**src/hdl/ttsg_pkg.sv**
```systemverilog
`timescale 1ns / 1ps

package ttsg_pkg;

  // Input field widths
  localparam int ACTION_W  = 3;
  localparam int TEMP_IN_W = 19;
  localparam int TREND_W   = 2;
  localparam int SLOT_W    = 3;

  // Output field widths
  localparam int INST_RES_W = 3;
  localparam int TARGET_W   = 4;

  // Configuration port
  localparam int CFG_IDX_W  = 3;
  localparam int CFG_DATA_W = 4;

  localparam logic [CFG_IDX_W-1:0] CFG_NUM_TRIPS      = 3'd0;
  localparam logic [CFG_IDX_W-1:0] CFG_NUM_INSTANCES  = 3'd1;
  localparam logic [CFG_IDX_W-1:0] CFG_RATCHET_MODE   = 3'd2;
  localparam logic [CFG_IDX_W-1:0] CFG_USE_HYSTERESIS = 3'd3;

  // Action codes as seen on the input port
  localparam logic [ACTION_W-1:0] ACT_EVALUATE  = 3'd0;
  localparam logic [ACTION_W-1:0] ACT_LOAD_TRIP = 3'd1;
  localparam logic [ACTION_W-1:0] ACT_LOAD_HYST = 3'd2;
  localparam logic [ACTION_W-1:0] ACT_ENTER     = 3'd3;
  localparam logic [ACTION_W-1:0] ACT_RELEASE   = 3'd4;

  localparam logic [TREND_W-1:0] TREND_RISING  = 2'd1;
  localparam logic [TREND_W-1:0] TREND_FALLING = 2'd2;

  typedef enum logic [2:0] {
    OP_EVAL,
    OP_LOAD_TRIP,
    OP_LOAD_HYST,
    OP_ENTER,
    OP_RELEASE
  } op_t;

  // Classified item, as queued between front and back
  typedef struct packed {
    op_t                          op;
    logic                         do_scan;   // needs a trip table scan
    logic                         rise_scan; // rising scan, else falling scan
    logic signed [TEMP_IN_W-1:0]  temp;
    logic [SLOT_W-1:0]            slot;
    logic signed [TEMP_IN_W-1:0]  value;
  } item_t;

  typedef struct packed {
    logic [CFG_DATA_W-1:0] num_trips;
    logic [CFG_DATA_W-1:0] num_instances;
    logic                  ratchet;
    logic                  use_hyst;
  } cfg_t;

endpackage

```
**src/hdl/ttsg_front.sv**
```systemverilog
`timescale 1ns / 1ps

module ttsg_front (
  input  logic                                    start,
  input  logic                                    q_full,
  input  logic [ttsg_pkg::ACTION_W-1:0]           in_action,
  input  logic signed [ttsg_pkg::TEMP_IN_W-1:0]   in_temperature,
  input  logic [ttsg_pkg::TREND_W-1:0]            in_trend,
  input  logic [ttsg_pkg::SLOT_W-1:0]             in_trip_slot,
  input  logic signed [ttsg_pkg::TEMP_IN_W-1:0]   in_trip_value,
  output logic                                    push,
  output ttsg_pkg::item_t                         item
);

  logic known;
  logic rising;
  logic falling;

  assign rising  = (in_trend == ttsg_pkg::TREND_RISING);
  assign falling = (in_trend == ttsg_pkg::TREND_FALLING);

  always_comb begin
    known          = 1'b1;
    item.op        = ttsg_pkg::OP_EVAL;
    item.do_scan   = 1'b0;
    item.rise_scan = 1'b0;
    item.temp      = in_temperature;
    item.slot      = in_trip_slot;
    item.value     = in_trip_value;
    case (in_action)
      ttsg_pkg::ACT_EVALUATE: begin
        item.op        = ttsg_pkg::OP_EVAL;
        item.do_scan   = rising || falling;
        item.rise_scan = rising;
      end
      ttsg_pkg::ACT_LOAD_TRIP: item.op = ttsg_pkg::OP_LOAD_TRIP;
      ttsg_pkg::ACT_LOAD_HYST: item.op = ttsg_pkg::OP_LOAD_HYST;
      ttsg_pkg::ACT_ENTER: begin
        item.op      = ttsg_pkg::OP_ENTER;
        item.do_scan = 1'b1;
      end
      ttsg_pkg::ACT_RELEASE:   item.op = ttsg_pkg::OP_RELEASE;
      default:                 known   = 1'b0;
    endcase
  end

  // unknown actions are taken and dropped here
  assign push = start && !q_full && known;

endmodule

```
**src/hdl/ttsg_queue.sv**
```systemverilog
`timescale 1ns / 1ps

module ttsg_queue (
  input  logic            clk,
  input  logic            rst_n,
  input  logic            push,
  input  ttsg_pkg::item_t push_data,
  input  logic            pop,
  output logic            full,
  output logic            empty,
  output ttsg_pkg::item_t head
);

  ttsg_pkg::item_t mem_r [2];
  logic            wr_ptr_r;
  logic            rd_ptr_r;
  logic [1:0]      count_r;

  assign full  = (count_r == 2'd2);
  assign empty = (count_r == 2'd0);
  assign head  = mem_r[rd_ptr_r];

  always_ff @(posedge clk) begin
    if (push) begin
      mem_r[wr_ptr_r] <= push_data;
    end
  end

  always_ff @(posedge clk) begin
    if (!rst_n) begin
      wr_ptr_r <= 1'b0;
      rd_ptr_r <= 1'b0;
      count_r  <= 2'd0;
    end else begin
      if (push) begin
        wr_ptr_r <= ~wr_ptr_r;
      end
      if (pop) begin
        rd_ptr_r <= ~rd_ptr_r;
      end
      case ({push, pop})
        2'b10:   count_r <= count_r + 2'd1;
        2'b01:   count_r <= count_r - 2'd1;
        default: count_r <= count_r;
      endcase
    end
  end

endmodule

```
**src/hdl/ttsg_back.sv**
```systemverilog
`timescale 1ns / 1ps

module ttsg_back #(
  parameter int MAX_TRIPS     = 8,
  parameter int MAX_INSTANCES = 8,
  parameter int TEMP_BITS     = 20
) (
  input  logic                                clk,
  input  logic                                rst_n,
  input  ttsg_pkg::cfg_t                      cfg,
  input  logic                                q_empty,
  input  ttsg_pkg::item_t                     q_head,
  output logic                                q_pop,
  output logic                                out_valid,
  output logic [ttsg_pkg::INST_RES_W-1:0]     out_instance_res,
  output logic [ttsg_pkg::TARGET_W-1:0]       out_target_state,
  output logic                                out_changed,
  output logic                                out_last
);

  localparam int KW  = $clog2(MAX_TRIPS + 1);
  localparam int TIW = (MAX_TRIPS > 1) ? $clog2(MAX_TRIPS) : 1;
  localparam int NW  = $clog2(MAX_INSTANCES + 1);
  localparam int IW  = (MAX_INSTANCES > 1) ? $clog2(MAX_INSTANCES) : 1;
  localparam int TIN = ttsg_pkg::TEMP_IN_W;
  // compare width, always wider than both operands
  localparam int CW  = ((TEMP_BITS > TIN) ? TEMP_BITS : TIN) + 1;

  typedef enum logic [1:0] {
    S_IDLE,
    S_SCAN,
    S_EMIT
  } state_t;

  state_t                         state_r;
  ttsg_pkg::item_t                cur_r;
  logic [KW-1:0]                  k_r;
  logic [KW-1:0]                  cand_r;
  logic [IW-1:0]                  j_r;
  logic [MAX_INSTANCES-1:0]       tvalid_r;
  logic [KW-1:0]                  target_r [MAX_INSTANCES];
  logic [TEMP_BITS-1:0]           trip_mem [MAX_TRIPS];
  logic [TEMP_BITS-1:0]           hyst_mem [MAX_TRIPS];

  logic                           out_valid_r;
  logic [ttsg_pkg::INST_RES_W-1:0] out_inst_r;
  logic [ttsg_pkg::TARGET_W-1:0]  out_target_r;
  logic                           out_changed_r;
  logic                           out_last_r;

  logic [KW-1:0]                  n_trips;
  logic [NW-1:0]                  n_inst;
  logic [TEMP_BITS-1:0]           entry;
  logic signed [CW-1:0]           t_x;
  logic signed [CW-1:0]           e_x;
  logic signed [CW-1:0]           v_x;
  logic                           hit;
  logic                           scan_end;
  logic [KW-1:0]                  old_raw;
  logic                           was_valid;
  logic [KW-1:0]                  old_t;
  logic [KW-1:0]                  newt;
  logic                           chg;
  logic                           is_last;
  logic                           is_load;
  logic                           slot_ok;

  assign n_trips = ({28'd0, cfg.num_trips} > 32'(MAX_TRIPS)) ? KW'(MAX_TRIPS)
                                                              : KW'(cfg.num_trips);
  assign n_inst  = ({28'd0, cfg.num_instances} > 32'(MAX_INSTANCES)) ? NW'(MAX_INSTANCES)
                                                                      : NW'(cfg.num_instances);

  // one table entry compared per scan cycle
  assign entry = (cfg.use_hyst && !cur_r.rise_scan) ? hyst_mem[k_r[TIW-1:0]]
                                                    : trip_mem[k_r[TIW-1:0]];
  assign t_x   = {{(CW - TIN){cur_r.temp[TIN-1]}}, cur_r.temp};
  assign e_x   = {{(CW - TEMP_BITS){entry[TEMP_BITS-1]}}, entry};
  assign hit   = cur_r.rise_scan ? (t_x < e_x) : (t_x <= e_x);
  assign scan_end = (k_r >= n_trips) || hit;

  assign v_x     = {{(CW - TIN){q_head.value[TIN-1]}}, q_head.value};
  assign is_load = (q_head.op == ttsg_pkg::OP_LOAD_TRIP) ||
                   (q_head.op == ttsg_pkg::OP_LOAD_HYST);
  assign slot_ok = (32'(q_head.slot) < MAX_TRIPS);
  assign q_pop   = (state_r == S_IDLE) && !q_empty;

  assign old_raw   = target_r[j_r];
  assign was_valid = tvalid_r[j_r];
  assign old_t     = was_valid ? old_raw : '0;
  assign is_last   = (NW'(j_r) == n_inst - NW'(1));

  always_comb begin
    newt = old_t;
    chg  = 1'b0;
    case (cur_r.op)
      ttsg_pkg::OP_EVAL: begin
        if (cur_r.do_scan) begin
          if (!cfg.ratchet) begin
            newt = cand_r;
          end else if (cur_r.rise_scan) begin
            newt = (cand_r > old_t) ? cand_r : old_t;
          end else begin
            newt = (cand_r < old_t) ? cand_r : old_t;
          end
        end
        chg = !was_valid || (newt != old_raw);
      end
      ttsg_pkg::OP_ENTER: begin
        newt = cand_r;
        chg  = 1'b1;
      end
      ttsg_pkg::OP_RELEASE: begin
        newt = '0;
        chg  = 1'b1;
      end
      default: begin
        newt = old_t;
        chg  = 1'b0;
      end
    endcase
  end

  // table stores: no reset, unwritten entries are don't-care
  always_ff @(posedge clk) begin
    if (q_pop && is_load && slot_ok) begin
      if (q_head.op == ttsg_pkg::OP_LOAD_TRIP) begin
        trip_mem[TIW'(q_head.slot)] <= v_x[TEMP_BITS-1:0];
      end else begin
        hyst_mem[TIW'(q_head.slot)] <= v_x[TEMP_BITS-1:0];
      end
    end
    if (state_r == S_EMIT) begin
      target_r[j_r] <= newt;
    end
  end

  always_ff @(posedge clk) begin
    if (!rst_n) begin
      state_r     <= S_IDLE;
      tvalid_r    <= '0;
      out_valid_r <= 1'b0;
      out_last_r  <= 1'b0;
    end else begin
      out_valid_r <= 1'b0;
      out_last_r  <= 1'b0;
      case (state_r)
        S_IDLE: begin
          if (!q_empty) begin
            cur_r <= q_head;
            k_r   <= '0;
            j_r   <= '0;
            if (is_load || n_inst == '0) begin
              state_r <= S_IDLE;
            end else if (q_head.do_scan) begin
              state_r <= S_SCAN;
            end else begin
              state_r <= S_EMIT;
            end
          end
        end
        S_SCAN: begin
          if (scan_end) begin
            cand_r  <= k_r;
            state_r <= S_EMIT;
          end else begin
            k_r <= k_r + KW'(1);
          end
        end
        S_EMIT: begin
          out_valid_r   <= 1'b1;
          out_inst_r    <= ttsg_pkg::INST_RES_W'(j_r);
          out_target_r  <= ttsg_pkg::TARGET_W'(newt);
          out_changed_r <= chg;
          out_last_r    <= is_last;
          tvalid_r[j_r] <= 1'b1;
          if (is_last) begin
            state_r <= S_IDLE;
          end else begin
            j_r <= j_r + IW'(1);
          end
        end
        default: state_r <= S_IDLE;
      endcase
    end
  end

  assign out_valid        = out_valid_r;
  assign out_instance_res = out_inst_r;
  assign out_target_state = out_target_r;
  assign out_changed      = out_changed_r;
  assign out_last         = out_last_r;

endmodule

```
**src/hdl/thermal_trip_state_governor.sv**
```systemverilog
`timescale 1ns / 1ps
// Thermal trip governor with hysteresis and per-instance cooling targets.
//
// Input: an item is transferred on a clock edge with start high and busy low.
// Actions: evaluate, load trip entry, load hysteresis entry, enter kernel
// control, release. Loads and unknown actions produce no results; the other
// actions produce one result per cooling instance, instance 0 first, on
// consecutive cycles, each marked by out_valid for a single cycle and
// out_last on the final one. The receiver has no way to hold results off.
// Configuration: cfg_valid/cfg_ready write channel (cfg_ready is always
// high), cfg_index selects num_trips, num_instances, ratchet_mode,
// use_hysteresis. Write it only while no item is in flight.
// Flow: the front classifies an item into a two-entry queue; busy rises
// only when that queue is full. The back engine picks an item from the
// queue, then scans trip entries one per cycle (evaluate with rising/falling
// trend and enter only), then emits one result per cycle, one per instance.
// It picks no new item until the last result of the current one is out.
// Reset: configuration returns to 0/1/0/0, all targets read as unset, the
// queue empties. Trip and hysteresis tables hold garbage until loaded.

module thermal_trip_state_governor #(
  parameter int MAX_TRIPS     = 8,
  parameter int MAX_INSTANCES = 8,
  parameter int TEMP_BITS     = 20
) (
  input  logic                                    clk,
  input  logic                                    rst_n,
  input  logic                                    start,
  output logic                                    busy,
  input  logic [ttsg_pkg::ACTION_W-1:0]           in_action,
  input  logic signed [ttsg_pkg::TEMP_IN_W-1:0]   in_temperature,
  input  logic [ttsg_pkg::TREND_W-1:0]            in_trend,
  input  logic [ttsg_pkg::SLOT_W-1:0]             in_trip_slot,
  input  logic signed [ttsg_pkg::TEMP_IN_W-1:0]   in_trip_value,
  output logic                                    out_valid,
  output logic [ttsg_pkg::INST_RES_W-1:0]         out_instance_res,
  output logic [ttsg_pkg::TARGET_W-1:0]           out_target_state,
  output logic                                    out_changed,
  output logic                                    out_last,
  input  logic                                    cfg_valid,
  output logic                                    cfg_ready,
  input  logic [ttsg_pkg::CFG_IDX_W-1:0]          cfg_index,
  input  logic [ttsg_pkg::CFG_DATA_W-1:0]         cfg_data
);

  ttsg_pkg::cfg_t  cfg_r;
  logic            q_full;
  logic            q_empty;
  logic            q_push;
  logic            q_pop;
  ttsg_pkg::item_t f_item;
  ttsg_pkg::item_t q_head;

  assign cfg_ready = 1'b1;
  assign busy      = q_full;

  always_ff @(posedge clk) begin
    if (!rst_n) begin
      cfg_r.num_trips     <= '0;
      cfg_r.num_instances <= ttsg_pkg::CFG_DATA_W'(1);
      cfg_r.ratchet       <= 1'b0;
      cfg_r.use_hyst      <= 1'b0;
    end else if (cfg_valid && cfg_ready) begin
      case (cfg_index)
        ttsg_pkg::CFG_NUM_TRIPS:      cfg_r.num_trips     <= cfg_data;
        ttsg_pkg::CFG_NUM_INSTANCES:  cfg_r.num_instances <= cfg_data;
        ttsg_pkg::CFG_RATCHET_MODE:   cfg_r.ratchet       <= cfg_data[0];
        ttsg_pkg::CFG_USE_HYSTERESIS: cfg_r.use_hyst      <= cfg_data[0];
        default: ;
      endcase
    end
  end

  ttsg_front u_front (
    .start          (start),
    .q_full         (q_full),
    .in_action      (in_action),
    .in_temperature (in_temperature),
    .in_trend       (in_trend),
    .in_trip_slot   (in_trip_slot),
    .in_trip_value  (in_trip_value),
    .push           (q_push),
    .item           (f_item)
  );

  ttsg_queue u_queue (
    .clk       (clk),
    .rst_n     (rst_n),
    .push      (q_push),
    .push_data (f_item),
    .pop       (q_pop),
    .full      (q_full),
    .empty     (q_empty),
    .head      (q_head)
  );

  ttsg_back #(
    .MAX_TRIPS     (MAX_TRIPS),
    .MAX_INSTANCES (MAX_INSTANCES),
    .TEMP_BITS     (TEMP_BITS)
  ) u_back (
    .clk              (clk),
    .rst_n            (rst_n),
    .cfg              (cfg_r),
    .q_empty          (q_empty),
    .q_head           (q_head),
    .q_pop            (q_pop),
    .out_valid        (out_valid),
    .out_instance_res (out_instance_res),
    .out_target_state (out_target_state),
    .out_changed      (out_changed),
    .out_last         (out_last)
  );

endmodule

```
**config.mk**
```make
export PLATFORM = sky130hd
export DESIGN_NAME = thermal_trip_state_governor
export DESIGN_NICKNAME = d
export VERILOG_FILES = /design/src/hdl/ttsg_pkg.sv /design/src/hdl/ttsg_front.sv /design/src/hdl/ttsg_queue.sv /design/src/hdl/ttsg_back.sv /design/src/hdl/thermal_trip_state_governor.sv
export SDC_FILE = /design/constraint.sdc
export NUM_CORES = 1
export LEC_CHECK = 0
export BUFFER_PORTS_ARGS = -buffer_cell sky130_fd_sc_hd__buf_4
export CAP_MARGIN = 5
export CORE_MARGIN = 2
export CORE_UTILIZATION = 45
export DETAILED_ROUTE_END_ITERATION = 10
export GPL_ROUTABILITY_DRIVEN = 0
export HOLD_SLACK_MARGIN = 0.06
export SLEW_MARGIN = 10
export SYNTH_ARGS = -nofsm -noshare
export SYNTH_HDL_FRONTEND = slang
export SYNTH_SLANG_ARGS = --single-unit
```
**constraint.sdc**
```tcl
create_clock -name clk -period 3.75 [get_ports clk]
set_input_delay 0.375 -clock clk [delete_from_list [all_inputs] [get_ports clk]]
set_output_delay 0.375 -clock clk [all_outputs]
set_load 0.005 [all_outputs]
```
==> run summary, run 1 <==
Status - finished clean
Initial DRC Count - 905
Post-synth ARST share - 0
Worst Clk Skew - 0.00879 ns
Total GRT Usage - 0.185
Final Setup Violations - 0
P_sw - 4500 µW
Final worst-path cycle share - 0.974
Final WL - 42.6 mm
Syn Area/Cell - 19.3 µm²
Slowest cell on crit path - mux4_2
Layout area overhead - 20.8%
Combinational group share of total power - 0.278
R2r setup slk - 0.1 ns
Max Transition Viols Final - 0
Top cells by area, synth - edfxtp_1, mux4_2, dfxtp_1
YS warnings - 0
First-pass DRT Iterations - 5
Via count - 10.1k
Min-Delay Path Depth - 2
Maxcap violations - 0
Final setup TNS - 0 ns
Final core utilization - 0.549
Inst Count DP - 1724
First-pass GRT wire length - 63.4 mm
Unrepaired setup endpoints after global routing - yes
Internal power - 11900 µW
Finished Layout Cells - 1875
Yosys reg bits - 504
Multi-input gate area - 0.00502 mm²
Final hold violations - 0
Critical path type - register to register
Slew headroom - 0.175
Die X - 215 µm
Commonest non-fill, non-tap cells in the layout - edfxtp_1, buf_4, mux4_2
Vias per cell - 5.41
Clock-pin slew on the worst setup and hold paths - 0.06 ns
Min cycle time layout - 3.65 ns
Critical Path Sink Type - register
Reg2reg path depth - 13
IR drop worst, VDD - 0.374 mV
Worst EP required - 4.25 ns
Fmax - 274 MHz
Layout cells sized above 1 - 0.323
Ys flop type - edfxtp_1
CTS max path bufs - 3
CP cell instances - buf_4 -> buf_12 -> mux4_2 -> mux4_2 -> inv_2 -> ha_4 -> nand4_1 -> buf_4 -> nor4_2 -> a211o_1 -> o21ai_4 -> or4b_1 -> nand3_2
CTS buffer count - 53
Hpwl dp - 26.3 mm
Antenna violations before repair - 0
Yosys cell types - 59
Switching part of the total - 0.274
Vias in the first global route - 10.3k
Area leader, netlist - edfxtp_1
Rows - 77
Syn_nets - 1126
TritonCTS clock tree - built
Global route overflow - 0
Register area - 0.0148 mm²
Filler cell count in the final layout - 3464
Initial Utilization - 0.454
Worst path max stage delay - 0.51 ns
Cells after Synth - 1036
Crit path arrival time - 4.16 ns
Leak pwr - 0.00809 µW
Clk root buf - clkbuf_16
Nets - 1339
Largest net degree at the start of global routing - 47
Pwr dens - 681 mW/mm²
CTS Sinks - 504
Core box area - 0.0440 mm²
Clock Latency Late Sink - 0.57 ns
Hold/Removal Path Class - primary input to register
Min-Delay Endpoint - u_queue.mem_r[1][45]
Worst-margin pin slew - 1.22 ns
ANT cells - 0
Die height - 215 µm
Hold_ws - 0.147 ns
Max Fanout on Critical Path - 6
Most common cell after layout, fill and taps aside - edfxtp_1
Die area - 0.0461 mm²
Clock power share - 0.290
Synth top area share - 0.707
Seq/Total Area, Yosys - 0.740
Synth Cell Area - 0.0200 mm²
WL per Instance - 22.7 µm
ANT nets after route - 0
DRC - 0
EDFF count, synth - 471
H-tree level count - 2
Top Ports - 69
CP Launch Type - register
Hold_sp - in_action[0]
Sequential fraction of design power - 0.432
Port bufs - 67
## sequential cells by signal (all words and copies together), names as in the netlist, 2 cells and up, named ones only
signal / cells
u_back.cand_r: 4
u_back.hyst_mem: 152
u_queue.count_r: 2
u_back.k_r: 4
u_back.state_r: 2
u_back.trip_mem: 152
u_back.j_r: 3
u_back.tvalid_r: 8
u_back.out_instance_res: 3
u_back.cur_r: 24
u_back.out_target_state: 4
cfg_r: 10
u_back.target_r: 32
u_queue.mem_r: 92
## stage by stage
step	setup WS [ns]	power, µW	instance area [µm²]
2_1_floorplan	0.0818	9930	20000
3_3_place_gp	-0.204	11400	21800
3_5_place_dp	-0.209	11400	21800
4_1_cts	0.00150	16300	23900
5_1_grt	-0.0387	17200	24200
6_report	0.0969	16400	24200
## cells in the mapped netlist (2+ instances only)
library cell and number:
o21ai_0 19, nand3b_1 2, xnor2_1 8, nor2_1 80, o211ai_1 3, nor4bb_1 2, mux2i_1 15, buf_2 7
buf_4 6, nand2b_1 11, nand4_1 6, dfxtp_1 33, nor3b_1 2, nor2b_1 9, edfxtp_1 471, a21oi_1 19
a31oi_1 2, a32oi_1 3, nand3_1 8, inv_1 35, or4_1 2, buf_1 6, nor3_1 9, ha_1 33
mux4_2 105, a211oi_1 2, clkbuf_1 21, o31ai_1 2, nand2_1 29, xor2_1 6, or2_2 3, and2_1 5
mux2_2 46
## kinds of logic after synthesis
family                     after synthesis  share of synthesized area
AOI/OAI and AO/OA                       65                     0.0222
xor gates and xnor gates                14                    0.00613
adders and majority gates               33                     0.0206
buffers and inverters                   77                     0.0164
DFF                                    504                      0.740
muxes                                  166                      0.152
other                                    1                   0.000188
and+or+nand+nor                        176                     0.0424
## layer usage
metal,wire [µm],up-vias,track usage
li1,-,4561,-
met2,20100,266,0.289
met1,19600,5273,0.274
met4,690,0,0.0414
met3,2260,49,0.0324
met5,0,-,0
## critical path: cells and delay by family, from the launching register on
kind	cells	cell delay [ns]
buffers and inverters	4	0.61
AO/OA/AOI/OAI	2	0.35
flip-flops	1	0.39
AND/OR/NAND/NOR	4	1.08
multiplexers	2	1.00
adder cells (fa/ha/maj)	1	0.14
## power groups by stage
| stage | Sequential, µW | Clock, µW | Combinational (µW) |
|---|---|---|---|
| 2_1_floorplan | 7080 | 0 | 2850 |
| 3_3_place_gp | 7220 | 0 | 4160 |
| 3_5_place_dp | 7230 | 0 | 4190 |
| 4_1_cts | 7110 | 4880 | 4290 |
| 5_1_grt | 7150 | 5110 | 4960 |
| 6_report | 7110 | 4770 | 4570 |
## final cells by class
| cell class | count | area share |
|---|---|---|
| flip-flops and latches | 504 | 0.613 |
| repair buffers | 198 | 0.0783 |
| multi-input cells | 456 | 0.208 |
| clock buffers | 66 | 0.0569 |
| clock inverters | 23 | 0.00720 |
| inverters | 36 | 0.00560 |
| well taps | 592 | 0.0307 |
## repair_timing
| action | CTS | global route |
|---|---|---|
| pin swaps | 2 | 9 |
| cloned | 0 | 6 |
| endpoints found under the setup margin | 20 | 12 |
| setup buffers | 2 | 7 |
| resized for setup | 5 | 19 |
| hold buffers | 47 | 0 |
| hold endpoints to repair | 91 | 0 |
## worst max-delay path by stage
stage	from	to	slack (ns)	cells after the start
6_report	register	register	0.1	13
5_1_grt	register	register	-0.04	14
2_1_floorplan	register	u_back.cand_r[0]	0.08	13
3_5_place_dp	register	u_back.cand_r[2]	-0.21	11
3_3_place_gp	register	u_back.cand_r[3]	-0.20	11
4_1_cts	register	register	0.001	12
No activity file was read; power rests on OpenSTA's default activity.
==> run 2, diff against run 1 <==
Settings changed: CORE_UTILIZATION 45 to 55, PLACE_DENSITY set to 0.72.
Clock period 3.75 ns to 4 ns, I/O delays scaled along.
==> run 2 against run 1 <==
- global-route usage is 3.6 points higher
- power fell by 8.5%
- die area decreased by 18%
- cell count is 9.3% lower
- non-clock buffer count shrank 43
- via count shrank 0.79%
- design area is 2.8% lower
- clock-buffer cell count is 8 lower
- first-iteration DRC count grew 33%
- setup slack better by 0.085 ns
- core utilization increased by 11 points
==> run summary, run 2 (synthesis gave the netlist of run 1 again) <==
Largest regs - u_back.hyst_mem x152, u_back.trip_mem x152, u_queue.mem_r x92
Cell mode on critical path - mux4_2
Via count - 10.1k
Critical path type - register to register
Clock-pin slew on the worst setup and hold paths - 0.07 ns
Clk root buf - clkbuf_16
TritonCTS clock tree - built
Worst path max stage delay - 0.57 ns
Setup Buffers After CTS - 0
Die area - 0.0379 mm²
Finished Layout Cells - 1700
Final hold violations - 0
ANT nets after route - 0
Die X - 195 µm
Commonest non-fill, non-tap cells in the layout - edfxtp_1, mux4_2, buf_4
WL per Instance - 24.0 µm
Core box area - 0.0357 mm²
Layout cells sized above 1 - 0.301
Hold_sp - cfg_data[0]
First-pass GRT wire length - 61.6 mm
CP Launch Type - register
Pwr dens - 641 mW/mm²
Inst Count DP - 1566
Worst Clk Skew - 0.0200 ns
Die height - 195 µm
Vias in the first global route - 10.2k
DRC - 0
Slew headroom - 0.156
Design Power - 15000 µW
IR drop worst, VDD - 0.404 mV
Nets - 1291
Fmax - 262 MHz
Hold_ws - 0.0922 ns
Hpwl dp - 23.9 mm
Total GRT Usage - 0.221
Critical Path Sink Type - register
Clock Latency Late Sink - 0.58 ns
Max Fanout on Critical Path - 11
Worst-margin pin slew - 1.25 ns
Maxcap violations - 0
Top Ports - 69
Antenna violations before repair - 0
Max Transition Viols Final - 0
Slowest cell on crit path - mux4_2
Rows - 69
Global route overflow - 0
Final worst-path cycle share - 0.955
Cell Area, Placed - 0.0214 mm²
Crit path arrival time - 4.09 ns
Final Setup Violations - 0
CTS buffer count - 49
CP cell instances - buf_4 -> mux4_2 -> mux4_2 -> inv_1 -> ha_1 -> nand3_1 -> o41a_1 -> a311oi_1 -> a2111oi_2 -> o21ai_2 -> and3_2
CTS Sinks - 504
CTS max path bufs - 3
Vias per cell - 5.92
Final core utilization - 0.658
First-pass DRT Iterations - 5
Layout area overhead - 17.4%
Initial DRC Count - 1203
Initial Utilization - 0.561
Post-route cell area - 0.0235 mm²
Port bufs - 67
Hold/Removal Path Class - primary input to register
Most common cell after layout, fill and taps aside - edfxtp_1
Leak pwr - 0.00785 µW
ANT cells - 0
Final WL - 40.7 mm
H-tree level count - 2
Worst EP required - 4.27 ns
Min cycle time layout - 3.82 ns
Largest net degree at the start of global routing - 42
Status - finished clean
[run 2: report_power, final]
group          internal (µW)  switching [µW]  total [µW]
clock                   2780            1910        4690
sequential              6440             246        6690
combinational           1750            1910        3660
total                  11000            4070       15000
[run 2: metrics by stage]
step,setup slack (ns),setup TNS [ns]
after detailed placement,0.137,0
after floorplan,0.332,0
after global placement,0.202,0
after global routing,-0.0315,-0.125
final,0.182,0
after CTS,0.115,0
[run 2: final timing paths]
check / cells past startpoint / to / slack [ns]
hold / removal: 3 / cfg_r[2] / 0.09
hold reg to reg: 2 / u_back.tvalid_r[7] / 0.48
setup reg to reg: 11 / u_back.cand_r[0] / 0.18
setup / recovery: 11 / u_back.cand_r[0] / 0.18
[run 2: final cells by class]
type | instances | area [µm²]
Clock buffer | 58 | 1300
Clock inverter | 31 | 343
Fill cell | 2311 | 12200
Inverter | 36 | 135
Multi-Input combinational cell | 455 | 4930
Sequential cell | 504 | 14800
Tap cell | 461 | 577
Timing Repair Buffer | 155 | 1380
[run 2: critical path: cells and delay by family (launching register included)]
kind                     cells  cell delay (ns)
AND/OR/NAND/NOR              2             0.45
AO/OA/AOI/OAI                4             1.04
flip-flops                   1             0.48
multiplexers                 2             1.03
buffers and inverters        2             0.36
adder cells (fa/ha/maj)      1             0.16
[run 2: routing by layer]
metal	share of wire	vias up	GRT usage
met1	0.42	5157	0.315
li1	-	4461	-
met5	0	-	0
met2	0.49	372	0.356
met4	0.025	0	0.0681
met3	0.070	79	0.0373
[run 2: timing repair]
item / 4_1_cts / 5_1_grt
gates resized for setup: 0 / 4
hold buffers: 45 / 0
endpoints found under the setup margin: 0 / 28
hold endpoints to repair: 86 / 0
==> run 3, diff against run 2 <==
==> constraint.sdc (replaced) <==
create_clock -name clk -period 4 [get_ports clk]
set_input_delay 0.8 -clock clk [delete_from_list [all_inputs] [get_ports clk]]
set_output_delay 0.8 -clock clk [all_outputs]
set_load 0.005 [all_outputs]
==> run 3 against run 2 <==
- die area is the same
- clock power grew 1%
- register-to-register slack improved by 0.05 ns
- largest power group unchanged
- sequential power grew 0.7%
- non-clock buffer count fell by 39
- combinational power up 2%
==> run summary, run 3 (synthesis gave the netlist of run 1 again) <==
ANT cells - 0
Design Power - 15200 µW
Min-Delay Endpoint - u_queue.mem_r[0][31]
Global route overflow - 0
Layout cells sized above 1 - 0.309
Worst path max stage delay - 0.50 ns
Final worst-path cycle share - 0.943
First-pass DRT Iterations - 5
Leak pwr - 0.00773 µW
Port bufs - 67
Final Setup Violations - 0
Pre-CTS WS - 0.0978 ns
Layout area overhead - 15.7%
Min-Delay Path Depth - 1
Vias per cell - 6.08
DRC - 0
Final WS setup - 0.227 ns
First-pass GRT wire length - 62.2 mm
CP delay by family, top - multiplexers
Hold_sp - in_temperature[9]
Critical Path Sink Type - register
Initial Utilization - 0.561
CTS buffer count - 51
Maxcap violations - 0
Unrepaired setup endpoints after global routing - no
Crit path arrival time - 4.28 ns
Final hold violations - 0
Reg2reg path depth - 12
Largest net degree at the start of global routing - 47
Cell Area, Placed - 0.0213 mm²
Total GRT Usage - 0.225
Worst Clk Skew - 0.0268 ns
Final setup TNS - 0 ns
Clock Latency Late Sink - 0.59 ns
Hold/Removal Path Class - primary input to register
H-tree level count - 2
Final WL - 41.4 mm
Clk root buf - clkbuf_16
Top Ports - 69
Initial DRC Count - 1005
Status - finished clean
ANT nets after route - 0
Pwr dens - 657 mW/mm²
Fmax - 265 MHz
Slowest cell on crit path - mux4_2
Rows - 69
Clock-pin slew on the worst setup and hold paths - 0.06 ns
Commonest non-fill, non-tap cells in the layout - edfxtp_1, buf_4, mux4_2
Max Transition Viols Final - 0
CTS max path bufs - 3
Nets - 1254
Largest regs - u_back.hyst_mem x152, u_back.trip_mem x152, u_queue.mem_r x92
Die area - 0.0379 mm²
Critical path type - register to register
Min cycle time layout - 3.77 ns
Vias in the first global route - 10.3k
Max Fanout on Critical Path - 16
WL per Instance - 24.9 µm
CP Launch Type - register
Antenna violations before repair - 0
Crit path buffers/inverters - 3
Filler cell count in the final layout - 2332
Via count - 10.1k
Die height - 195 µm
Core box area - 0.0357 mm²
Hpwl dp - 24.0 mm
CP cell instances - clkbuf_16 -> buf_4 -> mux4_2 -> mux4_2 -> ha_1 -> nand4_1 -> nor2_1 -> a2111oi_2 -> o21ai_2 -> buf_4 -> or4b_1 -> nand3_1
Finished Layout Cells - 1667
IR drop worst, VDD - 0.456 mV
Worst-margin pin slew - 1.04 ns
Post-route cell area - 0.0231 mm²
Most common cell after layout, fill and taps aside - edfxtp_1
Worst EP required - 4.51 ns
Inst Count DP - 1566
Hold-fix buffers at CTS - 0
R2r setup slk - 0.23 ns
CTS Sinks - 504
TritonCTS clock tree - built
Slew headroom - 0.293
Die X - 195 µm
==> run 3: cell count changes in the layout (fill, tap and decap cells not counted), sizes merged <==
cell,previous run,this run
dlygate4sd3,45,0
clkbuf,58,75
clkinvlp,6,1
buf,110,114
clkinv,18,15
bufinv,7,6
==> run 3: through the flow <==
stage / utilization / hold WS [ns]
2_1_floorplan: - / 0.428
3_3_place_gp: 0.598 / 0.445
3_5_place_dp: 0.598 / 0.459
4_1_cts: 0.646 / 0.370
5_1_grt: 0.649 / 0.382
6_report: 0.649 / 0.399
==> run 3: how the worst max path moves through the flow <==
| stage | startpoint | to | cells past startpoint |
|---|---|---|---|
| global route | register | register | 13 |
| CTS | u_back.j_r[0] | u_back.target_r[2][2] | 11 |
| floorplan | register | u_back.cand_r[0] | 13 |
| finish | register | register | 12 |
| detailed placement | u_back.j_r[0] | u_back.target_r[2][2] | 11 |
| global placement | register | register | 12 |
==> run 3: repair_timing <==
item | in CTS | in global routing
gates resized for setup | 0 | 9
buffers inserted | 0 | 4
setup endpoints to repair | 0 | 38
==> run 3: area by class of cell <==
type | count | area, µm² | area share
Multi-Input combinational cell | 455 | 4930 | 0.213
Sequential cell | 504 | 14800 | 0.640
Timing Repair Buffer | 116 | 987 | 0.0427
Clock buffer | 73 | 1430 | 0.0618
Tap cell | 461 | 577 | 0.0249
Inverter | 36 | 135 | 0.00584
Clock inverter | 22 | 273 | 0.0118
==> run 3: power by group <==
| group | switching [µW] | internal, µW | leakage, µW |
|---|---|---|---|
| Combinational | 1920 | 1800 | 0.00235 |
| Sequential | 291 | 6450 | 0.00455 |
| Clock | 1890 | 2870 | 0.000827 |
==> run 3: routing by layer <==
layer  vias up  GRT usage  part of all wire  wire length [µm]
met3        62     0.0361             0.072              2980
met2       412      0.371              0.50             20600
met5         -          0                 0                 0
met1      5254      0.313              0.41             17000
li1       4404          -                 -                 -
met4         0     0.0667             0.021               850
==> run 3: worst register-to-register path, stage by stage, from the launching register on <==
cell and delay [ns]:
dfxtp_4 0.46, clkbuf_16 0.25, buf_4 0.19, mux4_2 0.51, mux4_2 0.50, ha_1 0.30
nand4_1 0.11, nor2_1 0.06, a2111oi_2 0.40, o21ai_2 0.17, buf_4 0.17, or4b_1 0.46
nand3_1 0.13
